`src/rtl/dvdn_pkg.sv`:
```
// Types, constants and tables shared by the date check and day number block.
`default_nettype none

package dvdn_pkg;

   localparam int YEAR_W    = 14;
   localparam int MONTH_W   = 4;
   localparam int DAY_W     = 5;
   localparam int FIELD_W   = 23;
   localparam int NUM_W     = 24;
   localparam int DIFF_W    = NUM_W + 1;
   localparam int PB_W      = 11;
   localparam int MTERM_W   = 9;
   localparam int Q_W       = 8;
   localparam int PROD_W    = 23;
   localparam int CSR_IDX_W = 4;

   localparam int RECIP_100     = 1311;
   localparam int RECIP_SHIFT   = 15;
   localparam int DAYS_PER_YEAR = 365;
   localparam int DAY_OFFSET    = 306;
   localparam int MONTHS        = 12;
   localparam int MARCH         = 3;
   localparam int FEBRUARY      = 2;
   localparam int CENTURY       = 100;

   localparam int RESET_YEAR_FLOOR   = 1;
   localparam int RESET_CURRENT_YEAR = 2023;

   typedef enum logic [1:0] {
      STATUS_OK        = 2'd0,
      STATUS_YEAR_BAD  = 2'd1,
      STATUS_MONTH_BAD = 2'd2,
      STATUS_DAY_BAD   = 2'd3
   } status_type;

   typedef enum logic [1:0] {
      ORDER_BEFORE = 2'd0,
      ORDER_EQUAL  = 2'd1,
      ORDER_AFTER  = 2'd2
   } order_type;

   typedef enum logic [CSR_IDX_W-1:0] {
      CSR_YEAR_FLOOR   = 4'd0,
      CSR_CURRENT_YEAR = 4'd1
   } csr_reg_type;

   typedef struct packed {
      logic [YEAR_W-1:0]  year;
      logic [MONTH_W-1:0] month;
      logic [DAY_W-1:0]   day;
   } date_type;

   typedef struct packed {
      status_type              status;
      logic signed [NUM_W-1:0] days;
   } date_result_type;

   // Days before the shifted month, (153 * tm - 457) / 5 for tm from 3 to 15.
   function automatic logic [MTERM_W-1:0] month_term(input logic [MONTH_W-1:0] tm);
      logic [MTERM_W-1:0] v;
      case (tm)
         4'd4:    v = 9'd31;
         4'd5:    v = 9'd61;
         4'd6:    v = 9'd92;
         4'd7:    v = 9'd122;
         4'd8:    v = 9'd153;
         4'd9:    v = 9'd184;
         4'd10:   v = 9'd214;
         4'd11:   v = 9'd245;
         4'd12:   v = 9'd275;
         4'd13:   v = 9'd306;
         4'd14:   v = 9'd337;
         4'd15:   v = 9'd367;
         default: v = 9'd0;
      endcase
      return v;
   endfunction

   // Length of a month in a common year; months outside 1 to 12 fail on month first.
   function automatic logic [DAY_W-1:0] month_length(input logic [MONTH_W-1:0] m);
      logic [DAY_W-1:0] v;
      case (m)
         4'd2:                       v = 5'd28;
         4'd4, 4'd6, 4'd9, 4'd11:    v = 5'd30;
         default:                    v = 5'd31;
      endcase
      return v;
   endfunction

endpackage

`default_nettype wire

```
`src/rtl/dvdn_day_calc.sv`:
```
// Three-stage pipeline that checks one date and forms its day number.
`default_nettype none

module dvdn_day_calc (
   input  wire logic                          clock,
   input  wire dvdn_pkg::date_type            date,
   input  wire logic [dvdn_pkg::YEAR_W-1:0]   year_floor,
   input  wire logic [dvdn_pkg::YEAR_W-1:0]   current_year,
   output dvdn_pkg::date_result_type          result
);

   // Stage 1: shifted year and month, reciprocal products, range checks.
   logic                                  early;
   logic signed [dvdn_pkg::YEAR_W:0]      ty;
   logic [dvdn_pkg::YEAR_W-1:0]           tyu;
   logic [dvdn_pkg::MONTH_W-1:0]          tm;

   logic [dvdn_pkg::PROD_W-1:0]           prod_y_in, prod_y_ff;
   logic [dvdn_pkg::PROD_W-1:0]           prod_t_in, prod_t_ff;
   logic [dvdn_pkg::NUM_W-1:0]            m365_in, m365_ff;
   logic [dvdn_pkg::YEAR_W-3:0]           tyq4_in, tyq4_ff;
   logic [dvdn_pkg::MTERM_W-1:0]          mterm_in, mterm_ff;
   logic                                  year_bad_in, year_bad_ff;
   logic                                  month_bad_in, month_bad_ff;
   dvdn_pkg::date_type                    date_ff;

   always_comb begin
      early    = date.month < dvdn_pkg::MONTH_W'(dvdn_pkg::MARCH);
      ty       = $signed({1'b0, date.year}) - (early ? 15'sd1 : 15'sd0);
      tyu      = ty[dvdn_pkg::YEAR_W] ? '0 : ty[dvdn_pkg::YEAR_W-1:0];
      tm       = early ? date.month + dvdn_pkg::MONTH_W'(dvdn_pkg::MONTHS) : date.month;
      prod_y_in = dvdn_pkg::PROD_W'(date.year[dvdn_pkg::YEAR_W-1:2])
                  * dvdn_pkg::PROD_W'(dvdn_pkg::RECIP_100);
      prod_t_in = dvdn_pkg::PROD_W'(tyu[dvdn_pkg::YEAR_W-1:2])
                  * dvdn_pkg::PROD_W'(dvdn_pkg::RECIP_100);
      m365_in  = dvdn_pkg::NUM_W'(ty) * dvdn_pkg::NUM_W'(dvdn_pkg::DAYS_PER_YEAR);
      tyq4_in  = tyu[dvdn_pkg::YEAR_W-1:2];
      mterm_in = dvdn_pkg::month_term(tm);
      year_bad_in  = (date.year < year_floor)
                     || ({1'b0, date.year} > ({1'b0, current_year} + 15'd1));
      month_bad_in = (date.month == '0)
                     || (date.month > dvdn_pkg::MONTH_W'(dvdn_pkg::MONTHS));
   end

   always_ff @(posedge clock) begin
      prod_y_ff    <= prod_y_in;
      prod_t_ff    <= prod_t_in;
      m365_ff      <= m365_in;
      tyq4_ff      <= tyq4_in;
      mterm_ff     <= mterm_in;
      year_bad_ff  <= year_bad_in;
      month_bad_ff <= month_bad_in;
      date_ff      <= date;
   end

   // Stage 2: quotients by 100, leap year, day check and two partial sums.
   logic [dvdn_pkg::Q_W-1:0]              qy;
   logic [dvdn_pkg::Q_W-1:0]              qt;
   logic                                  cent;
   logic                                  leap;
   logic [dvdn_pkg::DAY_W-1:0]            len;
   logic                                  day_bad;
   logic [dvdn_pkg::NUM_W-1:0]            part_a_in, part_a_ff;
   logic [dvdn_pkg::PB_W-1:0]             part_b_in, part_b_ff;
   dvdn_pkg::status_type                  status_in, status2_ff;

   always_comb begin
      qy   = prod_y_ff[dvdn_pkg::RECIP_SHIFT +: dvdn_pkg::Q_W];
      qt   = prod_t_ff[dvdn_pkg::RECIP_SHIFT +: dvdn_pkg::Q_W];
      cent = date_ff.year
             == dvdn_pkg::YEAR_W'(qy * dvdn_pkg::YEAR_W'(dvdn_pkg::CENTURY));
      leap = ((date_ff.year[1:0] == 2'd0) && !cent) || (cent && (qy[1:0] == 2'd0));
      len  = dvdn_pkg::month_length(date_ff.month)
             + dvdn_pkg::DAY_W'(leap
                && (date_ff.month == dvdn_pkg::MONTH_W'(dvdn_pkg::FEBRUARY)));
      day_bad = (date_ff.day == '0) || (date_ff.day > len);

      if (year_bad_ff) begin
         status_in = dvdn_pkg::STATUS_YEAR_BAD;
      end else if (month_bad_ff) begin
         status_in = dvdn_pkg::STATUS_MONTH_BAD;
      end else if (day_bad) begin
         status_in = dvdn_pkg::STATUS_DAY_BAD;
      end else begin
         status_in = dvdn_pkg::STATUS_OK;
      end

      part_a_in = m365_ff + dvdn_pkg::NUM_W'(tyq4_ff);
      part_b_in = dvdn_pkg::PB_W'(mterm_ff) + dvdn_pkg::PB_W'(date_ff.day)
                  + dvdn_pkg::PB_W'(qt[dvdn_pkg::Q_W-1:2]) - dvdn_pkg::PB_W'(qt)
                  - dvdn_pkg::PB_W'(dvdn_pkg::DAY_OFFSET);
   end

   always_ff @(posedge clock) begin
      part_a_ff  <= part_a_in;
      part_b_ff  <= part_b_in;
      status2_ff <= status_in;
   end

   // Stage 3: final day number.
   dvdn_pkg::date_result_type             result_in, result_ff;

   always_comb begin
      result_in.status = status2_ff;
      result_in.days   = $signed(part_a_ff)
                         + dvdn_pkg::NUM_W'($signed(part_b_ff));
   end

   always_ff @(posedge clock) begin
      result_ff <= result_in;
   end

   assign result = result_ff;

endmodule

`default_nettype wire

```
`src/rtl/date_validate_and_day_number.sv`:
```
// Top level: checks two Gregorian dates and gives day numbers, difference and order.
// A beat accepted at a clock edge runs through four register stages, the last being the
// output stage, before it shows on the rsp_ ports.
// Throughput: one beat per cycle; busy never rises, since every stage advances each cycle.
// Reset (synchronous, active high) clears the stage valid bits and the strobe, and sets
// the year floor to 1 and current_year to 2023.
`default_nettype none

module date_validate_and_day_number (
   input  wire logic                                 clock,
   input  wire logic                                 reset,

   input  wire logic                                 start,
   output logic                                      busy,
   input  wire logic [dvdn_pkg::YEAR_W-1:0]          req_year_a,
   input  wire logic [dvdn_pkg::MONTH_W-1:0]         req_month_a,
   input  wire logic [dvdn_pkg::DAY_W-1:0]           req_day_a,
   input  wire logic [dvdn_pkg::YEAR_W-1:0]          req_year_b,
   input  wire logic [dvdn_pkg::MONTH_W-1:0]         req_month_b,
   input  wire logic [dvdn_pkg::DAY_W-1:0]           req_day_b,

   output logic                                      rsp_valid,
   output logic [1:0]                                rsp_status_a,
   output logic [1:0]                                rsp_status_b,
   output logic signed [dvdn_pkg::FIELD_W-1:0]       rsp_days_a,
   output logic signed [dvdn_pkg::FIELD_W-1:0]       rsp_days_b,
   output logic signed [dvdn_pkg::FIELD_W-1:0]       rsp_difference,
   output logic [1:0]                                rsp_order,

   input  wire logic                                 csr_valid,
   output logic                                      csr_ready,
   input  wire logic [dvdn_pkg::CSR_IDX_W-1:0]       csr_index,
   input  wire logic [dvdn_pkg::YEAR_W-1:0]          csr_data
);

   // The pipeline never stalls, so a new beat is taken in every cycle and a register
   // write completes in the cycle it is offered.
   assign busy      = 1'b0;
   assign csr_ready = 1'b1;

   // Configuration registers. Writes to an index beyond the list are dropped.
   logic [dvdn_pkg::YEAR_W-1:0] year_floor_ff, year_floor_in;
   logic [dvdn_pkg::YEAR_W-1:0] current_year_ff, current_year_in;

   always_comb begin
      year_floor_in   = year_floor_ff;
      current_year_in = current_year_ff;
      if (csr_valid && csr_ready) begin
         unique case (csr_index)
            dvdn_pkg::CSR_YEAR_FLOOR:   year_floor_in   = csr_data;
            dvdn_pkg::CSR_CURRENT_YEAR: current_year_in = csr_data;
            default:                    ;
         endcase
      end
   end

   always_ff @(posedge clock) begin
      if (reset) begin
         year_floor_ff   <= dvdn_pkg::YEAR_W'(dvdn_pkg::RESET_YEAR_FLOOR);
         current_year_ff <= dvdn_pkg::YEAR_W'(dvdn_pkg::RESET_CURRENT_YEAR);
      end else begin
         year_floor_ff   <= year_floor_in;
         current_year_ff <= current_year_in;
      end
   end

   // Valid bits travel beside the three stages of the date pipelines and the output stage.
   logic accept;
   logic [2:0] stage_valid_ff, stage_valid_in;
   logic rsp_valid_ff;

   assign accept         = start && !busy;
   assign stage_valid_in = {stage_valid_ff[1:0], accept};

   always_ff @(posedge clock) begin
      if (reset) begin
         stage_valid_ff <= '0;
         rsp_valid_ff   <= 1'b0;
      end else begin
         stage_valid_ff <= stage_valid_in;
         rsp_valid_ff   <= stage_valid_ff[2];
      end
   end

   // Both dates run through identical pipelines side by side.
   dvdn_pkg::date_type        date_a, date_b;
   dvdn_pkg::date_result_type res_a, res_b;

   assign date_a = '{year: req_year_a, month: req_month_a, day: req_day_a};
   assign date_b = '{year: req_year_b, month: req_month_b, day: req_day_b};

   dvdn_day_calc u_calc_a (
      .clock        (clock),
      .date         (date_a),
      .year_floor   (year_floor_ff),
      .current_year (current_year_ff),
      .result       (res_a)
   );

   dvdn_day_calc u_calc_b (
      .clock        (clock),
      .date         (date_b),
      .year_floor   (year_floor_ff),
      .current_year (current_year_ff),
      .result       (res_b)
   );

   // Output stage: the difference and order are decided on the full-width day numbers,
   // and only then are the numbers cut to the field width.
   logic signed [dvdn_pkg::DIFF_W-1:0] diff;
   dvdn_pkg::order_type                order_in;

   logic [1:0]                         status_a_ff, status_b_ff;
   logic signed [dvdn_pkg::FIELD_W-1:0] days_a_ff, days_b_ff, difference_ff;
   logic [1:0]                         order_ff;

   always_comb begin
      diff = dvdn_pkg::DIFF_W'(res_a.days) - dvdn_pkg::DIFF_W'(res_b.days);
      if (res_a.days < res_b.days) begin
         order_in = dvdn_pkg::ORDER_BEFORE;
      end else if (res_a.days == res_b.days) begin
         order_in = dvdn_pkg::ORDER_EQUAL;
      end else begin
         order_in = dvdn_pkg::ORDER_AFTER;
      end
   end

   always_ff @(posedge clock) begin
      status_a_ff   <= res_a.status;
      status_b_ff   <= res_b.status;
      days_a_ff     <= res_a.days[dvdn_pkg::FIELD_W-1:0];
      days_b_ff     <= res_b.days[dvdn_pkg::FIELD_W-1:0];
      difference_ff <= diff[dvdn_pkg::FIELD_W-1:0];
      order_ff      <= order_in;
   end

   assign rsp_valid      = rsp_valid_ff;
   assign rsp_status_a   = status_a_ff;
   assign rsp_status_b   = status_b_ff;
   assign rsp_days_a     = days_a_ff;
   assign rsp_days_b     = days_b_ff;
   assign rsp_difference = difference_ff;
   assign rsp_order      = order_ff;

endmodule

`default_nettype wire

```
`config.mk`:
```
export PLATFORM = sky130hd
export DESIGN_NAME = date_validate_and_day_number
export DESIGN_NICKNAME = d
export VERILOG_FILES = /design/src/rtl/dvdn_pkg.sv /design/src/rtl/dvdn_day_calc.sv /design/src/rtl/date_validate_and_day_number.sv
export SDC_FILE = /design/constraint.sdc
export NUM_CORES = 2
export LEC_CHECK = 0
export BUFFER_PORTS_ARGS = -buffer_cell sky130_fd_sc_hd__buf_4
export CAP_MARGIN = 20
export CORE_ASPECT_RATIO = 2
export CORE_MARGIN = 10
export CORE_UTILIZATION = 40
export CTS_CLUSTER_DIAMETER = 30
export CTS_CLUSTER_SIZE = 14
export DETAILED_ROUTE_END_ITERATION = 12
export PLACE_DENSITY = 0.58
export RECOVER_POWER = 50
export SYNTH_ARGS = -nofsm -noshare
export SYNTH_HDL_FRONTEND = slang
export SYNTH_SLANG_ARGS = --single-unit
```
`constraint.sdc`:
```
create_clock -name clock -period 9.9 [get_ports clock]
set_input_delay 0.495 -clock clock [delete_from_list [all_inputs] [get_ports clock]]
set_output_delay 0.495 -clock clock [all_outputs]
set_load 0.05 [all_outputs]
```
; Yosys cells after proc, flatten, opt, wreduce, memory -nomap -nowiden
; Memories as Yosys holds them, arrays and structs flattened. A register that Yosys moved wholly into a read port is not among the register bits.
; Cells that the tools add are included.
; W data, S select, Z words.
[totals]
n_memories = 2
ram_bits = 0
regBits = 447
mem_bits_ro = 288
latchBits = 0
[memory_table]
columns = name, depth, word_bits, rd, rd_ports_with_merged_regs, write_ports, line_no
row1 = (name not given), 16, 9, 1, 1, 0, dvdn_pkg.sv:62  ; case (tm)
row2 = (name not given), 16, 9, 1, 1, 0, dvdn_pkg.sv:62
[classes]
n_mul = 8
n_shift = 0
magnitude_cmp = 11
bitwise_logic = 0
eq_ne = 14
n_addsub = 20
reduce_logical = 29
n_mux = 13
div = 0
[ops]
columns = cell, count
row1 = $mul A12 B11 Y23 const B, 4
row2 = $add A24 B11 Y24, 2
row3 = $add A24 B12 Y24, 2
row4 = $mul A15 B10 Y24 const B, 2
row5 = $gt A14 B15 Y1, 2
row6 = $sub A14 B1 Y15, 2
row7 = $eq A14 B14 Y1, 2
row8 = $lt A14 B14 Y1, 2
row9 = $mux W14, 2
row10 = $eq A24 B24 Y1, 1
row11 = $lt A24 B24 Y1, 1
row12 = $mul A8 B5 Y12 const B, 2
row13 = $sub A23 B23 Y23, 1
row14 = $add A11 B6 Y11, 2
row15 = $sub A11 B8 Y11, 2
row16 = $sub A11 B9 Y11 const B, 2
row17 = $add A9 B5 Y10, 2
row18 = $eq A4 B3 Y1 const B, 4
row19 = $eq A4 B4 Y1 const B, 4
row20 = $add A14 B1 Y15 const B, 1
row21 = $logic_not A4 Y1, 3
row22 = $gt A5 B5 Y1, 2
row23 = $logic_not A5 Y1, 2
row24 = $mux W2, 5
row25 = other kinds (15), 41

; Longest topological paths before layout
[logic_depth]
depth_word = 11
mapped_depth = 31

; Cells and area by module
; A second synthesis with hierarchy kept.
[hier_totals]
hier_cells = 3700
area_unflattened_um2 = 36402.4
[by_module_without_submodules]
columns = mod, area_each_um2, cells_each, instances
row1 = dvdn_day_calc at u_calc_a, 16360.7, 1674, 1
row2 = dvdn_day_calc at u_calc_b, 16166.8, 1658, 1
row3 = date_validate_and_day_number, 3875.0, 368, 1

; Least setup slack after synthesis
; OpenSTA, ideal clock, no wires.
[synth_path]
path_kind = input port to flip-flop
from = input req_month_a[2] (netlist bit)
to = register u_calc_a.prod_t_ff[22] (netlist bit)
required_time_ns = 9.828
stages = 30
setup_ns = 0.072
arrival_ns = 7.384
path_slack_ns = 2.444
cell_sequence = inv_1 > ha_1 > a21boi_1 > ha_1 > ha_1 > o211ai_1 > a21boi_0 > and3_1 > nand2_1 > clkbuf_1 > nand2_1 > inv_1 > fa_1 > ha_1 > inv_1 > fa_1 > inv_1 > fa_1 > inv_1 > fa_1 > inv_1 > ha_1 > and3_1 > a221o_1 > a21oi_1 > nand2_1 > o22a_1 > a311o_1 > a21oi_1 > xnor2_1
[synth_between]
elab_chain_cells = 5
[synth_rtl]
columns = item, line_no
row1 = "start, declared", date_validate_and_day_number.sv:16  ; input wire logic [dvdn_pkg::MONTH_W-1:0] req_month_a,
row2 = $lt A4 B2 Y1, dvdn_day_calc.sv:28  ; early = date.month < dvdn_pkg::MONTH_W'(dvdn_pkg::MARCH);
row3 = $mux W1, dvdn_day_calc.sv:29  ; ty = $signed({1'b0, date.year}) - (early ? 15'sd1 : 15'sd0);
row4 = $sub A14 B1 Y15, dvdn_day_calc.sv:29
row5 = $mux W14, dvdn_day_calc.sv:30  ; tyu = ty[dvdn_pkg::YEAR_W] ? '0 : ty[dvdn_pkg::YEAR_W-1:0];
row6 = named net u_calc_a.tyu (one bit), dvdn_day_calc.sv:15  ; logic [dvdn_pkg::YEAR_W-1:0] tyu;
row7 = $mul A12 B11 Y23, dvdn_day_calc.sv:35  ; * dvdn_pkg::PROD_W'(dvdn_pkg::RECIP_100);
row8 = named net u_calc_a.prod_t_in (one bit), dvdn_day_calc.sv:19  ; logic [dvdn_pkg::PROD_W-1:0] prod_t_in, prod_t_ff;
row9 = "end signal, assigned", dvdn_day_calc.sv:47  ; prod_t_ff <= prod_t_in;
row10 = "end, declared", dvdn_day_calc.sv:19
; The timed path passes the listed nets, and every way through them passes these cells.
; A chain may end at the register's enable or synchronous reset.

; Worst setup path in the final report
[layout_path]
from = input req_month_a[1] (netlist bit)
to = register u_calc_a.prod_t_ff[22] (netlist bit)
; The elaborated chain is that of the path after synthesis.

==> impl_metrics.yaml <==
die:
  placementRows: 154
  start_util: 0.4034
  core_area_um2: 88250
  die_y_um: 441.9
  fp.dieW_um: 231.0
  io_pins: 146
  fp.dieArea_um2: 102100
routing:
  ant_nets: 0
  drc: 0
  wl_per_cell_um: 16.16
  dr.first_iter.drc_count: 619
  viasPerCell: 4.919
  wl_um: 81400
  vias: 24774
  dr.pass1.iters: 5
sta:
  timing.clock.skew_ps: 13.99
  worstMarginPinSlew_ps: 1356
  hold_viol: 0
  rsz0062_at_grt: "false"
  finalSetupTns_ps: 0
  setup_viol: 0
  drv_slew: 0
  fin_crit_sh: 0.8675
  clock.fmax_mhz: 116.4
  maxSlewHeadroom: 0.09624
  period_needed_ps: 8588
cts:
  root_buffer: "clkbuf_16"
  h-tree-depth: 2
  cts_tree: "built"
  cts_made_buffers: 61
  clkLatencyLatePin_ps: 650
  cts.path.max_buffers: 3
  clock-sinks: 405
  clk_pin_slew_ps: 60
logic_synthesis:
  synthMuxAreaShare: 0.006045
  synth-main-ff-cell: "dfxtp_1"
  synth_area_um2: 35600
  syn_nets: 4755
  synth_cells: 3602
  yosys_register_bits: 405
  synth_xor_area_frac: 0.07011
  ys_async_sr_fraction: 0
  synth_top_family_by_area: "adder cells"
  synth_area_per_cell_um2: 9.884
  synth_edf_count: 0
  synthAdderAreaFrac: 0.4435
  yosys_warnings: 0
  synth-simple-area-share: 0.07254
  ys_types: 75
  synth-compound-area-share: 0.1084
  ys_seq_area_frac: 0.2277
worst_setup_path:
  crit_fanout: 20
  required_ps: 10480
  crit_path_start_kind: "input pin"
  setup.worst_path.end_class: "register"
  ff2ff_path_depth: 20
  crit_type: "in -> reg"
  arrival_ps: 9170
  r2r_start: "u_calc_b.prod_y_ff[16]$_DFF_P_"
  slowest_stage: "a21boi_1"
  rrSetupSlack_ps: 4790
  r2r-end: "u_calc_b.status2_ff[1]$_SDFF_PP0_"
  cpPeakStageDelay_ps: 640
cells_and_area:
  nNetsFinal: 4967
  area_delta_synth_final_pct: 12.61
  fillCellCount: 8661
  fin_cells: 5036
  stdcell_area_um2: 40090
  drive_above_1_share: 0.04425
global_route:
  grt_pass1_wl_um: 134100
  overflow: 0
  antenna_found_initial: 3
  first_global_vias: 27248
  grt_max_degree: 33
  grt_usage: 0.1628
min_path:
  hold_end: "stage_valid_ff[0]$_SDFF_PP0_"
  hold_class: "in -> reg"
  hold_path_depth: 2
  holdCritStartpoint: "start"
place:
  dpl.cell_count: 4899
  port_buffers: 143
  dp_hpwl_um: 69510
  placed_cell_area_um2: 38100
  routabilityCongestion: 0.8831
run:
  drv_cap: 0
run_status:
  outcome: "completed"
[critical path, delay by kind of cell]
family / cells / cell delay [ps]
compound gates: 8 / 2450
xor+xnor: 1 / 130
fa+ha+maj: 9 / 3380
buf+inv: 7 / 1160
simple gates: 5 / 1510
[worst max path at each step]
stage                   start                              to  slack [ps]  cells past startpoint
2_1_floorplan  req_month_a[2]  u_calc_a.prod_t_ff[22]$_DFF_P_        2440                     30
3_3_place_gp   req_month_a[0]  u_calc_a.prod_t_ff[22]$_DFF_P_        1290                     29
3_5_place_dp   req_month_a[0]  u_calc_a.prod_t_ff[22]$_DFF_P_        1270                     29
4_1_cts        req_month_a[0]  u_calc_a.prod_t_ff[22]$_DFF_P_        1390                     30
5_1_grt        req_month_a[1]  u_calc_a.prod_t_ff[22]$_DFF_P_         700                     30
6_report       req_month_a[1]  u_calc_a.prod_t_ff[22]$_DFF_P_        1310                     30
[stage by stage]
step	hold WS [ps]	utilization	setup WS [ps]
floorplan	309.6	-	2444
global placement	310.7	0.4318	1291
detailed placement	314.4	0.4318	1275
CTS	13.29	0.4591	1388
global route	47.86	0.4543	697.1
finish	63.42	0.4543	1312
[cells in the mapped netlist, types with 10 or more instances]
| library cell | n | area share |
|---|---|---|
| ha_1 | 790 | 0.28 |
| a21boi_0 | 15 | 0.0032 |
| nor3_1 | 25 | 0.0035 |
| clkbuf_1 | 17 | 0.0018 |
| fa_1 | 295 | 0.17 |
| xor2_1 | 78 | 0.019 |
| nor2b_1 | 36 | 0.0063 |
| nand4_1 | 23 | 0.0040 |
| a211oi_1 | 16 | 0.0034 |
| xnor2_1 | 207 | 0.051 |
| a21oi_1 | 193 | 0.027 |
| o22ai_1 | 10 | 0.0018 |
| and2_1 | 12 | 0.0021 |
| dfxtp_1 | 405 | 0.23 |
| inv_1 | 650 | 0.069 |
| mux2i_1 | 17 | 0.0048 |
| nor2_1 | 128 | 0.013 |
| a31oi_1 | 19 | 0.0033 |
| o21ai_0 | 99 | 0.014 |
| nor4_1 | 10 | 0.0018 |
| o211ai_1 | 15 | 0.0032 |
| nand2b_1 | 37 | 0.0065 |
| nand2_1 | 142 | 0.015 |
| and3_1 | 29 | 0.0051 |
| o21a_1 | 35 | 0.0074 |
| o21bai_1 | 28 | 0.0059 |
| nand3_1 | 44 | 0.0062 |
| a21o_1 | 106 | 0.022 |
[cell families (layout without fill, tap and decap cells)]
family / count (synthesis) / in the layout
adders and majority gates: 1085 / 1085
xor gates and xnor gates: 285 / 285
and+or+nand+nor: 526 / 526
AOI/OAI and AO/OA: 604 / 604
buffers and inverters: 674 / 936
other: 2 / 4
DFF: 405 / 405
muxes: 21 / 21
[final cells by class]
class	count	area (µm²)	share of cell area
Timing Repair Buffer	173	922.1	0.02300
Inverter	650	2440	0.06086
Antenna cell	2	5.005	0.0001248
Clock buffer	66	1585	0.03954
Multi-Input combinational cell	2523	24960	0.6225
Tap cell	1170	1464	0.03651
Clock inverter	47	610.6	0.01523
Sequential cell	405	8108	0.2022
[metal layers]
layer | share of wire | global-route usage | vias to the layer above
li1 | - | - | 12419
met5 | 0 | 0 | -
met2 | 0.57 | 0.3306 | 363
met3 | 0.033 | 0.02270 | 176
met4 | 0.050 | 0.08085 | 0
met1 | 0.35 | 0.1516 | 11816
[registers in the layout (all words and copies together) (netlist names), 14 cells and up]
signal	count
u_calc_a.m365_ff	24
u_calc_a.date_ff	22
rsp_days_b	23
u_calc_a.part_a_ff	24
u_calc_b.m365_ff	24
rsp_days_a	23
year_floor_ff	14
rsp_difference	23
u_calc_b.date_ff	22
current_year_ff	14
u_calc_b.part_a_ff	24
u_calc_b.result	26
u_calc_a.result	26
[layout by cell type (no fill, tap or decap), drive strengths merged, types with 27 or more instances in the layout]
master,synthesis,final
ha,790,790
inv,650,668
dfxtp,405,405
fa,295,295
xnor2,207,207
a21oi,194,194
clkbuf,18,190
nand2,142,142
nor2,128,128
a21o,107,107
o21ai,103,103
xor2,78,78
nand3,44,44
nand2b,37,37
nor2b,36,36
o21a,35,35
and3,30,30
o21bai,28,28
buf,6,27
[what timing repair did]
item,CTS,global route
buffers inserted,0,0
resized for setup,0,0
endpoints found under the hold margin,22,0
hold buffers,22,0
Power is not shown: default switching activity piles up to over one toggle a cycle in this logic, so the estimate is an artifact.
